==> config.mk <==
export PLATFORM = sky130hd
export DESIGN_NAME = meter_frame_deframer
export DESIGN_NICKNAME = d
export VERILOG_FILES = /design/src/hdl/mfd_pkg.sv /design/src/hdl/meter_frame_deframer.sv
export SDC_FILE = /design/constraint.sdc
export NUM_CORES = 1
export LEC_CHECK = 0
export BUFFER_PORTS_ARGS = -buffer_cell sky130_fd_sc_hd__buf_2
export CAP_MARGIN = 20
export CORE_MARGIN = 4
export CORE_UTILIZATION = 35
export DETAILED_ROUTE_END_ITERATION = 8
export MAX_ROUTING_LAYER = met4
export PLACE_DENSITY = 0.53
export RECOVER_POWER = 100
export SKIP_CTS_REPAIR_TIMING = 1
export SYNTH_ARGS = -nofsm -noshare
export SYNTH_HDL_FRONTEND = slang
export SYNTH_SLANG_ARGS = --single-unit
==> constraint.sdc <==
create_clock -name clk -period 8.05 [get_ports clk]
set_clock_uncertainty 0.15 [all_clocks]
set_input_delay 0.4025 -clock clk [delete_from_list [all_inputs] [get_ports clk]]
set_output_delay 0.4025 -clock clk [all_outputs]
set_load 0.02 [all_outputs]
==> src/hdl/mfd_pkg.sv <==
// Shared constants, phase encoding and control-code helpers for the meter frame deframer.
package mfd_pkg;

  localparam logic [7:0]  START_BYTE   = 8'h68;
  localparam logic [7:0]  END_BYTE     = 8'h16;
  localparam logic [7:0]  BYTE_OFFSET  = 8'h33;
  localparam logic [31:0] ID_NONE      = 32'hFFFF_FFFF;
  localparam logic [31:0] ID_TIME_SYNC = 32'h0400_0401;
  localparam int unsigned ADDR_BYTES   = 6;
  localparam logic [15:0] MIN_BUF_LEN  = 16'd12;
  localparam logic [15:0] COUNT_MAX    = 16'hFFFF;

  // control codes
  localparam logic [7:0] CTRL_CARRIED   = 8'h11;
  localparam logic [7:0] CTRL_TIME_SYNC = 8'h13;
  localparam logic [7:0] CTRL_BROADCAST = 8'h08;
  localparam logic [7:0] CTRL_RD_91     = 8'h91;
  localparam logic [7:0] CTRL_RD_B1     = 8'hB1;
  localparam logic [7:0] CTRL_RD_92     = 8'h92;
  localparam logic [7:0] CTRL_RD_B2     = 8'hB2;
  localparam logic [7:0] CTRL_RD_6A     = 8'h6A;
  localparam logic [7:0] CTRL_RD_83     = 8'h83;
  localparam logic [7:0] CTRL_OLD_01    = 8'h01;
  localparam logic [7:0] CTRL_OLD_02    = 8'h02;
  localparam logic [7:0] CTRL_OLD_04    = 8'h04;
  localparam logic [7:0] CTRL_OLD_0A    = 8'h0A;
  localparam logic [7:0] CTRL_OLD_0C    = 8'h0C;
  localparam logic [7:0] CTRL_OLD_0F    = 8'h0F;
  localparam logic [7:0] CTRL_OLD_10    = 8'h10;

  // frame types
  localparam logic [1:0] TYPE_LEGACY  = 2'd0;
  localparam logic [1:0] TYPE_COMMAND = 2'd1;
  localparam logic [1:0] TYPE_CURRENT = 2'd2;

  // status codes
  localparam logic [1:0] ST_OK        = 2'd0;
  localparam logic [1:0] ST_FRAME_ERR = 2'd1;
  localparam logic [1:0] ST_LEN_ERR   = 2'd2;

  // configuration register indexes
  localparam logic [1:0] CFG_MAX_BUF  = 2'd0;
  localparam logic [1:0] CFG_MAX_DATA = 2'd1;
  localparam logic [1:0] CFG_CARRIED  = 2'd2;

  localparam logic [15:0] MAX_BUF_RST  = 16'd256;
  localparam logic [7:0]  MAX_DATA_RST = 8'd200;
  localparam logic [1:0]  CARRIED_RST  = TYPE_CURRENT;

  typedef enum logic [3:0] {
    PH_HUNT,
    PH_ADDR,
    PH_SYNC,
    PH_CTRL,
    PH_LEN,
    PH_DATA,
    PH_CSUM,
    PH_TRAIL,
    PH_DONE,
    PH_REJECT
  } phase_t;

  function automatic logic is_read_ctrl(input logic [7:0] c);
    logic r;
    case (c) inside
      CTRL_RD_91, CTRL_RD_B1, CTRL_RD_92, CTRL_RD_B2, CTRL_RD_6A, CTRL_RD_83: r = 1'b1;
      default: r = 1'b0;
    endcase
    return r;
  endfunction

  function automatic logic [1:0] carried_sat(input logic [1:0] ct);
    return (ct > TYPE_CURRENT) ? TYPE_CURRENT : ct;
  endfunction

  function automatic logic [1:0] ctrl_type(input logic [7:0] c, input logic [1:0] ct);
    logic [1:0] t;
    case (c) inside
      CTRL_OLD_01, CTRL_OLD_02, CTRL_OLD_04, CTRL_OLD_0A,
      CTRL_OLD_0C, CTRL_OLD_0F, CTRL_OLD_10: t = TYPE_COMMAND;
      CTRL_BROADCAST:                        t = TYPE_LEGACY;
      CTRL_CARRIED:                          t = carried_sat(ct);
      default:                               t = TYPE_CURRENT;
    endcase
    return t;
  endfunction

endpackage

==> src/hdl/meter_frame_deframer.sv <==
// Meter frame deframer: byte-wise frame decoder with input stage and result register.
//
// Bytes of a receive buffer enter one per cycle; the last byte carries
// in_end_of_buffer. Each accepted byte is registered in the input stage, where
// the frame state is updated, and any result is then registered in the output
// register. A new byte is taken every cycle; the input stalls only while a byte
// that produces a result waits for a full, stalled output register. Data bytes
// (with 0x33 removed, identifier bytes stripped) are reported as tentative kind 0
// items; the end-of-buffer byte always yields one kind 1 status item, after which
// the decoder is ready for the next buffer. Configuration is taken on every cycle
// (cfg_ready is always high) and must only be written while no buffer is in
// progress.
module meter_frame_deframer (
  input  logic        clk,
  input  logic        rst_n,
  // input channel
  input  logic        in_valid,
  output logic        in_stall,
  input  logic [7:0]  in_byte,
  input  logic        in_end_of_buffer,
  // result channel
  output logic        out_valid,
  input  logic        out_stall,
  output logic        out_kind,
  output logic [7:0]  out_data_byte,
  output logic [1:0]  out_status,
  output logic [47:0] out_meter_address,
  output logic [7:0]  out_control,
  output logic [31:0] out_data_id,
  output logic [7:0]  out_payload_len,
  output logic [1:0]  out_frame_type,
  // configuration
  input  logic        cfg_valid,
  output logic        cfg_ready,
  input  logic [1:0]  cfg_index,
  input  logic [15:0] cfg_data
);

  // configuration registers
  logic [15:0] max_buf_r;
  logic [7:0]  max_data_r;
  logic [1:0]  carried_r;

  // input stage
  logic        s1_valid_r;
  logic [7:0]  s1_byte_r;
  logic        s1_eob_r;

  // frame state
  mfd_pkg::phase_t phase_r, phase_nxt;
  logic [15:0] count_r, count_nxt;
  logic [7:0]  field_r, field_nxt;
  logic [7:0]  sum_r, sum_nxt;
  logic [47:0] addr_r, addr_nxt;
  logic [7:0]  ctrl_r, ctrl_nxt;
  logic [7:0]  len_r, len_nxt;
  logic [31:0] id_r, id_nxt;
  logic [1:0]  type_r, type_nxt;
  logic [2:0]  id_left_r, id_left_nxt;

  // result register
  logic        out_valid_r;
  logic        kind_r;
  logic [7:0]  data_r;
  logic [1:0]  status_r;
  logic [47:0] maddr_r;
  logic [7:0]  mctrl_r;
  logic [31:0] mid_r;
  logic [7:0]  mlen_r;
  logic [1:0]  mtype_r;

  logic        data_emit;
  logic [7:0]  data_val;
  logic [7:0]  v;
  logic [1:0]  status_nxt;
  logic        emit;
  logic        out_free;
  logic        s1_go;
  logic        in_acc;

  assign cfg_ready = 1'b1;

  always_ff @(posedge clk) begin
    if (!rst_n) begin
      max_buf_r  <= mfd_pkg::MAX_BUF_RST;
      max_data_r <= mfd_pkg::MAX_DATA_RST;
      carried_r  <= mfd_pkg::CARRIED_RST;
    end else if (cfg_valid) begin
      unique case (cfg_index)
        mfd_pkg::CFG_MAX_BUF:  max_buf_r  <= cfg_data;
        mfd_pkg::CFG_MAX_DATA: max_data_r <= cfg_data[7:0];
        mfd_pkg::CFG_CARRIED:  carried_r  <= cfg_data[1:0];
        default: ;
      endcase
    end
  end

  // frame decoding of the byte in the input stage
  always_comb begin
    phase_nxt   = phase_r;
    count_nxt   = (count_r == mfd_pkg::COUNT_MAX) ? count_r : count_r + 16'd1;
    field_nxt   = field_r;
    sum_nxt     = sum_r;
    addr_nxt    = addr_r;
    ctrl_nxt    = ctrl_r;
    len_nxt     = len_r;
    id_nxt      = id_r;
    type_nxt    = type_r;
    id_left_nxt = id_left_r;
    data_emit   = 1'b0;
    data_val    = 8'd0;
    v           = s1_byte_r - mfd_pkg::BYTE_OFFSET;

    unique case (phase_r)
      mfd_pkg::PH_HUNT: begin
        if (s1_byte_r == mfd_pkg::START_BYTE) begin
          sum_nxt   = mfd_pkg::START_BYTE;
          field_nxt = 8'd0;
          phase_nxt = mfd_pkg::PH_ADDR;
        end
      end
      mfd_pkg::PH_ADDR: begin
        addr_nxt  = addr_r | (48'(s1_byte_r) << {field_r[2:0], 3'b000});
        sum_nxt   = sum_r + s1_byte_r;
        field_nxt = field_r + 8'd1;
        if (field_nxt >= 8'(mfd_pkg::ADDR_BYTES)) phase_nxt = mfd_pkg::PH_SYNC;
      end
      mfd_pkg::PH_SYNC: begin
        if (s1_byte_r == mfd_pkg::START_BYTE) begin
          sum_nxt   = sum_r + s1_byte_r;
          phase_nxt = mfd_pkg::PH_CTRL;
        end else begin
          phase_nxt = mfd_pkg::PH_REJECT;
        end
      end
      mfd_pkg::PH_CTRL: begin
        ctrl_nxt = s1_byte_r;
        sum_nxt  = sum_r + s1_byte_r;
        type_nxt = mfd_pkg::ctrl_type(s1_byte_r, carried_r);
        if (s1_byte_r == mfd_pkg::CTRL_TIME_SYNC) id_nxt = mfd_pkg::ID_TIME_SYNC;
        phase_nxt = mfd_pkg::PH_LEN;
      end
      mfd_pkg::PH_LEN: begin
        len_nxt = s1_byte_r;
        sum_nxt = sum_r + s1_byte_r;
        if (s1_byte_r > max_data_r) begin
          phase_nxt = mfd_pkg::PH_REJECT;
        end else begin
          if (s1_byte_r >= 8'd4) begin
            // legacy read keeps a two-byte identifier and reports zero
            if (ctrl_r == mfd_pkg::CTRL_CARRIED && type_r == mfd_pkg::TYPE_LEGACY) begin
              id_nxt      = 32'd0;
              id_left_nxt = 3'd2;
            end else if (ctrl_r == mfd_pkg::CTRL_CARRIED || mfd_pkg::is_read_ctrl(ctrl_r)) begin
              id_left_nxt = 3'd4;
            end
          end
          field_nxt = 8'd0;
          phase_nxt = (s1_byte_r == 8'd0) ? mfd_pkg::PH_CSUM : mfd_pkg::PH_DATA;
        end
      end
      mfd_pkg::PH_DATA: begin
        sum_nxt   = sum_r + s1_byte_r;
        field_nxt = field_r + 8'd1;
        if (id_left_r != 3'd0) begin
          if (!(ctrl_r == mfd_pkg::CTRL_CARRIED && type_r == mfd_pkg::TYPE_LEGACY)) begin
            if (field_r[1:0] == 2'd0) id_nxt = 32'(v);
            else id_nxt = id_r | (32'(v) << {field_r[1:0], 3'b000});
          end
          id_left_nxt = id_left_r - 3'd1;
        end else begin
          data_emit = 1'b1;
          data_val  = v;
        end
        if (field_nxt >= len_r) phase_nxt = mfd_pkg::PH_CSUM;
      end
      mfd_pkg::PH_CSUM: begin
        phase_nxt = (s1_byte_r == sum_r) ? mfd_pkg::PH_TRAIL : mfd_pkg::PH_REJECT;
      end
      mfd_pkg::PH_TRAIL: begin
        phase_nxt = (s1_byte_r == mfd_pkg::END_BYTE) ? mfd_pkg::PH_DONE : mfd_pkg::PH_REJECT;
      end
      mfd_pkg::PH_DONE, mfd_pkg::PH_REJECT: ;
      default: phase_nxt = mfd_pkg::PH_REJECT;
    endcase

    if (count_nxt < mfd_pkg::MIN_BUF_LEN || count_nxt > max_buf_r)
      status_nxt = mfd_pkg::ST_LEN_ERR;
    else if (phase_nxt == mfd_pkg::PH_DONE)
      status_nxt = mfd_pkg::ST_OK;
    else
      status_nxt = mfd_pkg::ST_FRAME_ERR;
  end

  // handshake
  assign emit     = s1_eob_r || data_emit;
  assign out_free = !out_valid_r || !out_stall;
  assign s1_go    = s1_valid_r && (!emit || out_free);
  assign in_stall = s1_valid_r && !s1_go;
  assign in_acc   = in_valid && !in_stall;

  always_ff @(posedge clk) begin
    if (!rst_n) begin
      s1_valid_r <= 1'b0;
    end else if (in_acc) begin
      s1_valid_r <= 1'b1;
    end else if (s1_go) begin
      s1_valid_r <= 1'b0;
    end
  end

  always_ff @(posedge clk) begin
    if (in_acc) begin
      s1_byte_r <= in_byte;
      s1_eob_r  <= in_end_of_buffer;
    end
  end

  // frame state: advance per byte, clear after the end-of-buffer byte
  always_ff @(posedge clk) begin
    if (!rst_n || (s1_go && s1_eob_r)) begin
      phase_r   <= mfd_pkg::PH_HUNT;
      count_r   <= 16'd0;
      field_r   <= 8'd0;
      sum_r     <= 8'd0;
      addr_r    <= 48'd0;
      ctrl_r    <= 8'd0;
      len_r     <= 8'd0;
      id_r      <= mfd_pkg::ID_NONE;
      type_r    <= mfd_pkg::TYPE_CURRENT;
      id_left_r <= 3'd0;
    end else if (s1_go) begin
      phase_r   <= phase_nxt;
      count_r   <= count_nxt;
      field_r   <= field_nxt;
      sum_r     <= sum_nxt;
      addr_r    <= addr_nxt;
      ctrl_r    <= ctrl_nxt;
      len_r     <= len_nxt;
      id_r      <= id_nxt;
      type_r    <= type_nxt;
      id_left_r <= id_left_nxt;
    end
  end

  always_ff @(posedge clk) begin
    if (!rst_n) begin
      out_valid_r <= 1'b0;
    end else if (s1_go && emit) begin
      out_valid_r <= 1'b1;
    end else if (!out_stall) begin
      out_valid_r <= 1'b0;
    end
  end

  always_ff @(posedge clk) begin
    if (s1_go && emit) begin
      if (s1_eob_r) begin
        kind_r   <= 1'b1;
        data_r   <= 8'd0;
        status_r <= status_nxt;
        if (status_nxt == mfd_pkg::ST_OK) begin
          maddr_r <= addr_nxt;
          mctrl_r <= ctrl_nxt;
          mid_r   <= id_nxt;
          mlen_r  <= len_nxt;
          mtype_r <= type_nxt;
        end else begin
          maddr_r <= 48'd0;
          mctrl_r <= 8'd0;
          mid_r   <= mfd_pkg::ID_NONE;
          mlen_r  <= 8'd0;
          mtype_r <= mfd_pkg::carried_sat(carried_r);
        end
      end else begin
        kind_r   <= 1'b0;
        data_r   <= data_val;
        status_r <= mfd_pkg::ST_OK;
        maddr_r  <= 48'd0;
        mctrl_r  <= 8'd0;
        mid_r    <= 32'd0;
        mlen_r   <= 8'd0;
        mtype_r  <= 2'd0;
      end
    end
  end

  assign out_valid         = out_valid_r;
  assign out_kind          = kind_r;
  assign out_data_byte     = data_r;
  assign out_status        = status_r;
  assign out_meter_address = maddr_r;
  assign out_control       = mctrl_r;
  assign out_data_id       = mid_r;
  assign out_payload_len   = mlen_r;
  assign out_frame_type    = mtype_r;

endmodule
---- After elaboration in Yosys (flattened, before gate mapping) ----
Cells that the tools add are included.
Widths: inputs -> output; s select.
word-level totals
  output and inout bits ................... 112
  register bits ........................... 283
  bits of input ports ..................... 32
  logic and storage cells ................. 178
operators by class
  shift operators ......................... 2
  mux-type cells .......................... 54
  bitwise gates (word level) .............. 3
  reduce and logical (&&, ||, !) cells .... 42
  magnitude comparators ................... 7
  eq/ne operators ......................... 40
  add/subtract/negate cells ............... 5
operators with widths
  cell                   number
  $mux 32                8
  $pmux 32 s3            1
  $mux 48                1
  $mux 8                 6
  $or 48x48->48          1
  $pmux 8 s3             2
  $shl 8x6->48           1
  $eq 8x5->1 const B     5
  $eq 8x8->1 const B     5
  $pmux 4 s9             1
  $eq 8x4->1 const B     4
  $or 32x32->32          1
  $shl 8x5->32           1
  $mux 4                 6
  $add 16x1->16 const B  1
  $eq 16x16->1 const B   1
  $eq 4x3->1 const B     4
  $eq 8x7->1 const B     2
  $ge 8x3->1 const B     2
  $gt 16x16->1           1
  $lt 16x4->1 const B    1
  $mux 16                1
  $mux 2                 8
  $mux 3                 5
  38 further kinds       84

---- Longest topological paths before layout ----
Gate-level depths: netlist of run 1.
  word-level depth ........................ 13
  depth in mapped cells ................... 16
  gate-level depth less buffers ........... 14

---- Worst setup path before layout of run 1 ----
OpenSTA, ideal clock, no wires.
  path type ............................... flip-flop to flip-flop
  from .................................... register id_left_r[0]
  to ...................................... register mctrl_r[0] (netlist: out_control[0]), enable pin
  period minus slack after synthesis ...... 6834 ps
  setup slack ............................. 1216 ps
  path buffers ............................ 3
  required time ........................... 7322 ps
  stages on the path, launching flop included .. 10
  arrival ................................. 6107 ps
  library setup time ...................... 578 ps
  cell sequence ........................... dfxtp_1 inv_1 ha_1 nor2b_1 a21oi_2 o21ai_2 buf_2 buf_2 buf_2 nor2_1
on the way
  cells in the longest elaborated chain, start to end .. 8
ends and longest elaborated chain
  item                    line                         text
  from (decl)             meter_frame_deframer.sv:59   logic [2:0] id_left_r, id_left_nxt;
  from (signal assigned)  meter_frame_deframer.sv:242  id_left_r <= id_left_nxt;
  $reduce_bool 3->1 (*)   meter_frame_deframer.sv:165  if (id_left_r != 3'd0) begin
  $mux 1 (*)              meter_frame_deframer.sv:165
  $mux 1 (*)              meter_frame_deframer.sv:114  unique case (phase_r)
  $logic_or 1x1->1 (*)    meter_frame_deframer.sv:196  assign emit = s1_eob_r || data_emit;
  $logic_not 1->1         meter_frame_deframer.sv:198  assign s1_go = s1_valid_r && (!emit || out_free);
  $logic_or 1x1->1        meter_frame_deframer.sv:198
  $logic_and 1x1->1       meter_frame_deframer.sv:198
  $logic_and 1x1->1 (*)   meter_frame_deframer.sv:257  if (s1_go && emit) begin
  to (signal assigned)    meter_frame_deframer.sv:264  mctrl_r <= ctrl_nxt;
  to (decl)               meter_frame_deframer.sv:67   logic [7:0] mctrl_r;
Mark *: on every way between the ends. The rest lies on a longest branch, timed or not.
A chain may end at the register's enable or synchronous reset.

---- Worst setup path in the final report of run 1 ----
  from .................................... register s1_eob_r
  to ...................................... register maddr_r[40] (netlist: out_meter_address[40]), enable pin
on the way
  cells in the longest elaborated chain, start to end .. 5
ends and longest elaborated chain
  item                    line                         text
  from (decl)             meter_frame_deframer.sv:47   logic s1_eob_r;
  from (signal assigned)  meter_frame_deframer.sv:215  s1_eob_r <= in_end_of_buffer;
  $logic_or 1x1->1 (*)    meter_frame_deframer.sv:196
  $logic_not 1->1         meter_frame_deframer.sv:198
  $logic_or 1x1->1        meter_frame_deframer.sv:198
  $logic_and 1x1->1       meter_frame_deframer.sv:198
  $logic_and 1x1->1 (*)   meter_frame_deframer.sv:257
  to (signal assigned)    meter_frame_deframer.sv:263  maddr_r <= addr_nxt;
  to (decl)               meter_frame_deframer.sv:66   logic [47:0] maddr_r;
Marks and branches as above.

==> results by group, run 1 <==
Floorplan
  – I/O pin total: 144
  – Rows: 72
  – Chip width: 206 µm
  – Die area: 0.0424 mm²
  – Die H: 206 µm
  – Core Box Area: 0.0387 mm²
  – Starting density of the core: 35.4%

Worst setup path
  – FF-to-FF Start: s1_eob_r
  – WP data arrival: 5.71 ns
  – CP endpoint kind: flop
  – Critical path class: reg2reg
  – RR Endpoint: out_meter_address[40]
  – Crit Path Max Fanout: 61
  – Worst-case register-to-register setup slack: between 2 and 2.5 ns
  – Req. time, crit path: 8.07 ns
  – Reg2reg path depth: 5
  – Setup crit start kind: flop

Worst hold path
  – Worst hold endpoint: max_buf_r[11]
  – WHS Path Cells: 3
  – Hold Path Class: in2reg
  – Hold_sp: cfg_data[11]

Power
  – Power share of the clock group: 46.8%
  – Leak pwr: between 5 and 6 nW
  – Sequential power share: 45.9%
  – Pint: 0.00255 W
  – Net Sw Frac: a little under a quarter
  – Cell area power density: between 200 and 250 mW/mm²
  – Worst VDD drop: 0.177 mV
  – Gate power share: 7.2%
  – Switching Power: 0.000796 W

Status
  – Failing checks: hold timing, capacitance limit, slew limit
  – Outcome: finished with violations

STA
  – Slew Limit Fails: 159
  – Worst slew pin tran: approximately 2.8 ns
  – Final setup viols: 0
  – Fin crit share: 70.7%
  – Final WS setup: 2.35 ns
  – Setup TNS Final: 0 ns
  – Fin. Hold Viols: 3
  – Fin Hold WS: -0.0237 ns
  – Slew headroom: -86.9%
  – Fin crit period: 5.70 ns
  – RSZ-0062 raised after global routing: no
  – Fmax: 176 MHz

Place
  – GPL Wtd Cong: 0.869
  – IO buf count: 142
  – Pre-CTS WS: 2.94 ns
  – Post-DP HPWL: 24,400 µm

Yosys
  – Largest cells by area after synthesis: edfxtp_1 (26%), dfxtp_1 (24%), a21oi_1 (7.8%), nor2_1 (4.8%), ha_1 (4.5%)
  – Number of synthesis warnings: 0
  – Post-synth top flop: dfxtp_1
  – Seq/Total Area, Yosys: roughly 50%
  – Post-synth EDFFs: around 120
  – Commonest cells in the netlist: a21oi_1 (213), nor2_1 (174), dfxtp_1 (165), nand2_1 (124), edfxtp_1 (118)
  – Cells after synthesis: ~1,500
  – Mapped cell area: 0.0137 mm²
  – Syn Area/Cell: 9.28 µm²
  – Synthesized Nets: 1,560
  – Cell variety after synth: 81
  – Synth area leader: edfxtp_1
  – Most frequent cell after synthesis: a21oi_1
  – #FFs+latches synth: 283
  – Synth top area share: 25.8%
  – Ys async rst share: 0%

CTS
  – Clock-pin slew of the registers on the worst-case setup and hold paths: 0.06 ns
  – Clk root buf: clkbuf_16
  – Clock tree sinks: 283
  – Clock Path Buffers: 3
  – Htree depth: 2
  – Clk Latency, worst-skew pair: 0.55 ns
  – CTS tree: built
  – Num CTS Buffers: 35

Route
  – Drt total wl: 37,700 µm
  – DRT iter0 DRCs: 620
  – Via density: 5.21
  – Total vias in the final route: 11,100
  – DR pass1 iterations: 5
  – Wire per inst: around 18 µm
  – DR DRC count: 0
  – Post-route ant nets: 0

GRT
  – Initial antenna violation count: 0
  – Largest net degree at the start of global routing: 65
  – GR Overflow Total: 0
  – Vias in the first global route: 10,500
  – First-pass GRT wire length: 58,800 µm
  – Gr usage total: between 10% and 20%

Finish
  – Layout cells sized above 1: 7.88%
  – Fill count: 3,957
  – Final #Nets: 1,667
  – Area Overhead vs Synth: 15.9%
  – N_diodes: 0
  – Final Util: 41.0%

Flow run
  – Max Cap Violations: 4
## kinds of logic after synthesis
| kind of cell | synth area share (%) |
|---|---|
| AO/OA/AOI/OAI | 19.1 |
| buffers and inverters | 5.55 |
| XOR/XNOR | 2.30 |
| other | 0.0273 |
| multiplexers | 1.63 |
| AND/OR/NAND/NOR | 16.8 |
| flip-flops | 49.9 |
| adder cells (fa/ha/maj) | 4.69 |
## stage by stage
step / area [µm²] / total power [W] / cells
finish: 15900 / 0.00335 / 2130
global route: 15900 / 0.00350 / 2130
CTS: 15800 / 0.00340 / 2107
detailed placement: 14700 / 0.00181 / 2043
global placement: 14700 / 0.00181 / 2042
floorplan: 13700 / 0.00173 / 1478
## cell usage in the layout (no fill, tap or decap), types with 7 or more instances in the layout
cell type,synthesis,routed
edfxtp_1,118,118
xor2_1,12,12
inv_1,56,56
nand2_1,124,124
and2_1,8,8
ha_1,49,49
nor2_1,174,172
o21ai_0,60,67
o211ai_1,7,7
a41oi_1,12,12
a21o_1,8,8
buf_4,7,15
a31oi_1,46,46
clkbuf_16,0,37
clkbuf_1,71,134
xnor2_1,24,24
and3_1,9,9
mux2i_1,19,19
nand2b_1,7,7
nor2b_1,18,18
buf_2,21,29
o21a_1,29,29
a22oi_1,7,7
dfxtp_1,165,165
nand3_1,34,36
a21boi_0,16,16
nand4_1,16,17
a21oi_1,213,214
nor4_1,7,7
nor3_1,21,21
or3_1,10,10
dlygate4sd3_1,0,20
## layer usage
metal | share of wire (%) | GRT usage (%) | up-vias | routed length (µm)
met5 | 0 | - | - | 0
met1 | 46 | 24.2 | 5255 | 17400
met2 | 46 | 27.8 | 291 | 17400
met4 | 1.6 | 4.30 | 0 | 608
li1 | - | - | 5502 | -
met3 | 6.0 | 3.50 | 56 | 2250
## cell type report
cell class / count / area (µm²) / area share, %
clock buffers: 57 / 1050 / 6.61
clock inverters: 7 / 100 / 0.630
inverters: 57 / 214 / 1.35
multi-input cells: 1023 / 6100 / 38.3
flip-flops and latches: 283 / 6850 / 43.1
well taps: 518 / 648 / 4.08
repair buffers: 185 / 943 / 5.93
## power groups by stage
stage	Clock (W)	Sequential, W	Combinational, W
after floorplan	0	0.00158	0.000146
after global placement	0	0.00157	0.000238
after detailed placement	0	0.00157	0.000239
after CTS	0.00162	0.00154	0.000240
after global routing	0.00169	0.00154	0.000267
final	0.00157	0.00154	0.000242
## how the worst max path moves through the flow
stage | startpoint | end | slack, ns
3_3_place_gp | count_r[0] | out_payload_len[7] | 3.14
2_1_floorplan | id_left_r[0] | out_control[0] | 1.22
5_1_grt | count_r[0] | out_data_id[27] | 1.94
6_report | s1_eob_r | out_meter_address[40] | 2.35
4_1_cts | count_r[0] | out_control[5] | 2.97
3_5_place_dp | count_r[0] | out_control[5] | 2.94
## registers in the layout (all words and copies together) (netlist names), 4 cells and up
| name | count |
|---|---|
| out_control | 8 |
| s1_byte_r | 8 |
| phase_r | 4 |
| len_r | 8 |
| ctrl_r | 8 |
| id_r | 32 |
| addr_r | 48 |
| out_data_id | 32 |
| field_r | 8 |
| out_payload_len | 8 |
| out_data_byte | 8 |
| out_meter_address | 48 |
| max_data_r | 8 |
| max_buf_r | 16 |
| count_r | 16 |
| sum_r | 8 |
## worst max-delay path, cell delays in order, from the launching register on
cell and delay, ns:
edfxtp_1 0.31, clkbuf_1 1.19, a21oi_1 0.45, nor2_4 0.20, clkbuf_1 1.98, buf_4 0.91
Note: power is estimated with default switching activity, not from simulation.
==> run 2: changes to the inputs <==
clock period = 5.26 ns   (was 8.05 ns; I/O delays follow)
==> results by group, run 2 (synthesized netlist as in run 1, its figures left out) <==
CTS
  – Clock-pin slew of the registers on the worst-case setup and hold paths: roughly 0.06 ns
  – CTS tree: built
  – Clk Latency, worst-skew pair: between 0.5 and 0.6 ns
  – Clock tree sinks: between 200 and 300
  – Htree depth: 2
  – Num CTS Buffers: 34
  – Clock Path Buffers: 3
  – Clk root buf: clkbuf_16

GRT
  – Vias in the first global route: 10,300
  – Largest net degree at the start of global routing: 74
  – First-pass GRT wire length: 57,700 µm
  – GR Overflow Total: 0
  – Gr usage total: 17.4%
  – Initial antenna violation count: 0

Flow run
  – Max Cap Violations: 3

Worst setup path
  – Crit Path Max Fanout: 23
  – Slowest cell on the critical path: nand3_2
  – FF-to-FF Start: count_r[0]
  – Critical path class: reg2reg
  – Critical Path Source: count_r[0]
  – CP endpoint kind: flop
  – Req. time, crit path: 5.38 ns
  – Setup crit start kind: flop
  – CP Cell Sequence: ha_1 > nand3_2 > nor3_1 > nand3_1 > mux2_1 > ha_1 > nor2b_1 > o211ai_1 > a21o_1 > a211oi_1 > o31ai_2 > nand3_2 > o21a_1
  – CP max stage delay: about 0.51 ns
  – WP data arrival: 4.82 ns

Finish
  – Final Cell Area: 0.0159 mm²
  – Most common cell after layout, fill and taps aside: a21oi_1
  – N_diodes: 0
  – Layout cells sized above 1: slightly below 8%
  – Final #Nets: roughly 1,700
  – Most frequent cells in the layout: a21oi_1 (214), nor2_1 (172), dfxtp_1 (165)
  – Area Overhead vs Synth: 15.8%

Route
  – DR DRC count: 0
  – Via density: 5.18
  – Wire per inst: 17.5 µm
  – DR pass1 iterations: 6
  – Post-route ant nets: 0
  – DRT iter0 DRCs: ~750
  – Total vias in the final route: 11,100
  – Drt total wl: about 37,000 µm

STA
  – Fmax: 213 MHz
  – Fin crit period: 4.69 ns
  – Slew headroom: -27.9%
  – Final setup viols: 0
  – Fin. Hold Viols: 4
  – Worst slew pin tran: 1.91 ns
  – RSZ-0062 raised after global routing: no
  – Slew Limit Fails: 80
  – Fin crit share: about nine tenths
  – Setup TNS Final: 0 ns
  – Fin Hold WS: -0.00991 ns

Worst hold path
  – Hold_sp: rst_n
  – Hold Path Class: in2reg

Floorplan
  – Die area: 0.0424 mm²
  – Starting density of the core: a little over a third
  – Rows: 72
  – I/O pin total: between 100 and 150
  – Chip width: 206 µm
  – Core Box Area: 0.0387 mm²
  – Die H: 206 µm

Place
  – IO buf count: 142
  – Post-DP Area: 0.0148 mm²
  – Post-DP HPWL: 24,700 µm
  – GPL Wtd Cong: 0.850

Status
  – Outcome: finished with violations
  – Failing checks: hold timing, capacitance limit, slew limit

Power
  – Cell area power density: 314 mW/mm²
  – Worst VDD drop: 0.221 mV
  – Leak pwr: between 5 and 6 nW
-- run 2: cell types whose count changed in the layout (fill, tap and decap cells not counted), moves of 2 or more --
cell,previous run,this run
clkbuf_8,5,3
clkbuf_16,37,35
nand3_2,0,2
dlygate4sd3_1,20,26
clkbuf_4,0,2
clkbuf_1,134,126
nand3_1,36,34
clkinv_1,1,6
-- run 2: metal layers --
layer,track usage [%],routed length (µm),vias up,part of all wire (%)
met2,27.6,17500,289,47
li1,-,-,5496,-
met4,3.99,720,0,1.9
met1,23.5,17200,5217,46
met5,-,0,-,0
met3,2.87,1880,52,5.0
-- run 2: final timing paths --
path	endpoint	slack [ns]	cells after the start
worst min-delay path	max_data_r[3]	-0.01	2
worst max-delay path	out_data_id[9]	0.57	13
worst max register to register	out_data_id[9]	0.57	13
worst min register to register	addr_r[28]	0.32	2
-- run 2: worst max-delay path, delay by kind of cell, from the launching register on --
kind / cells / cell delay [ns]
simple gates: 5 / 1.63
mux: 1 / 0.42
compound gates: 5 / 1.13
fa+ha+maj: 2 / 0.65
flops: 1 / 0.45
-- run 2: through the flow --
step / setup slack [ns] / cells / power, W / util (%)
6_report: 0.567 / 2133 / 0.00499 / 41.0
3_5_place_dp: 0.553 / 2045 / 0.00277 / 38.1
4_1_cts: 0.539 / 2107 / 0.00505 / 40.9
2_1_floorplan: 0.249 / 1478 / 0.00264 / -
3_3_place_gp: 0.572 / 2045 / 0.00277 / 38.1
5_1_grt: 0.0725 / 2133 / 0.00519 / 41.0
-- run 2: layout make-up --
type,count,area (µm²)
repair buffers,190,987
multi-input cells,1023,6120
well taps,518,648
clock inverters,14,118
fillers,3913,22800
clock buffers,48,955
inverters,57,214
flip-flops and latches,283,6850
-- run 2: report_power, final --
group	internal (W)	switching, W
Sequential	0.00233	0.0000299
Clock	0.00133	0.000935
Combinational	0.000116	0.000255
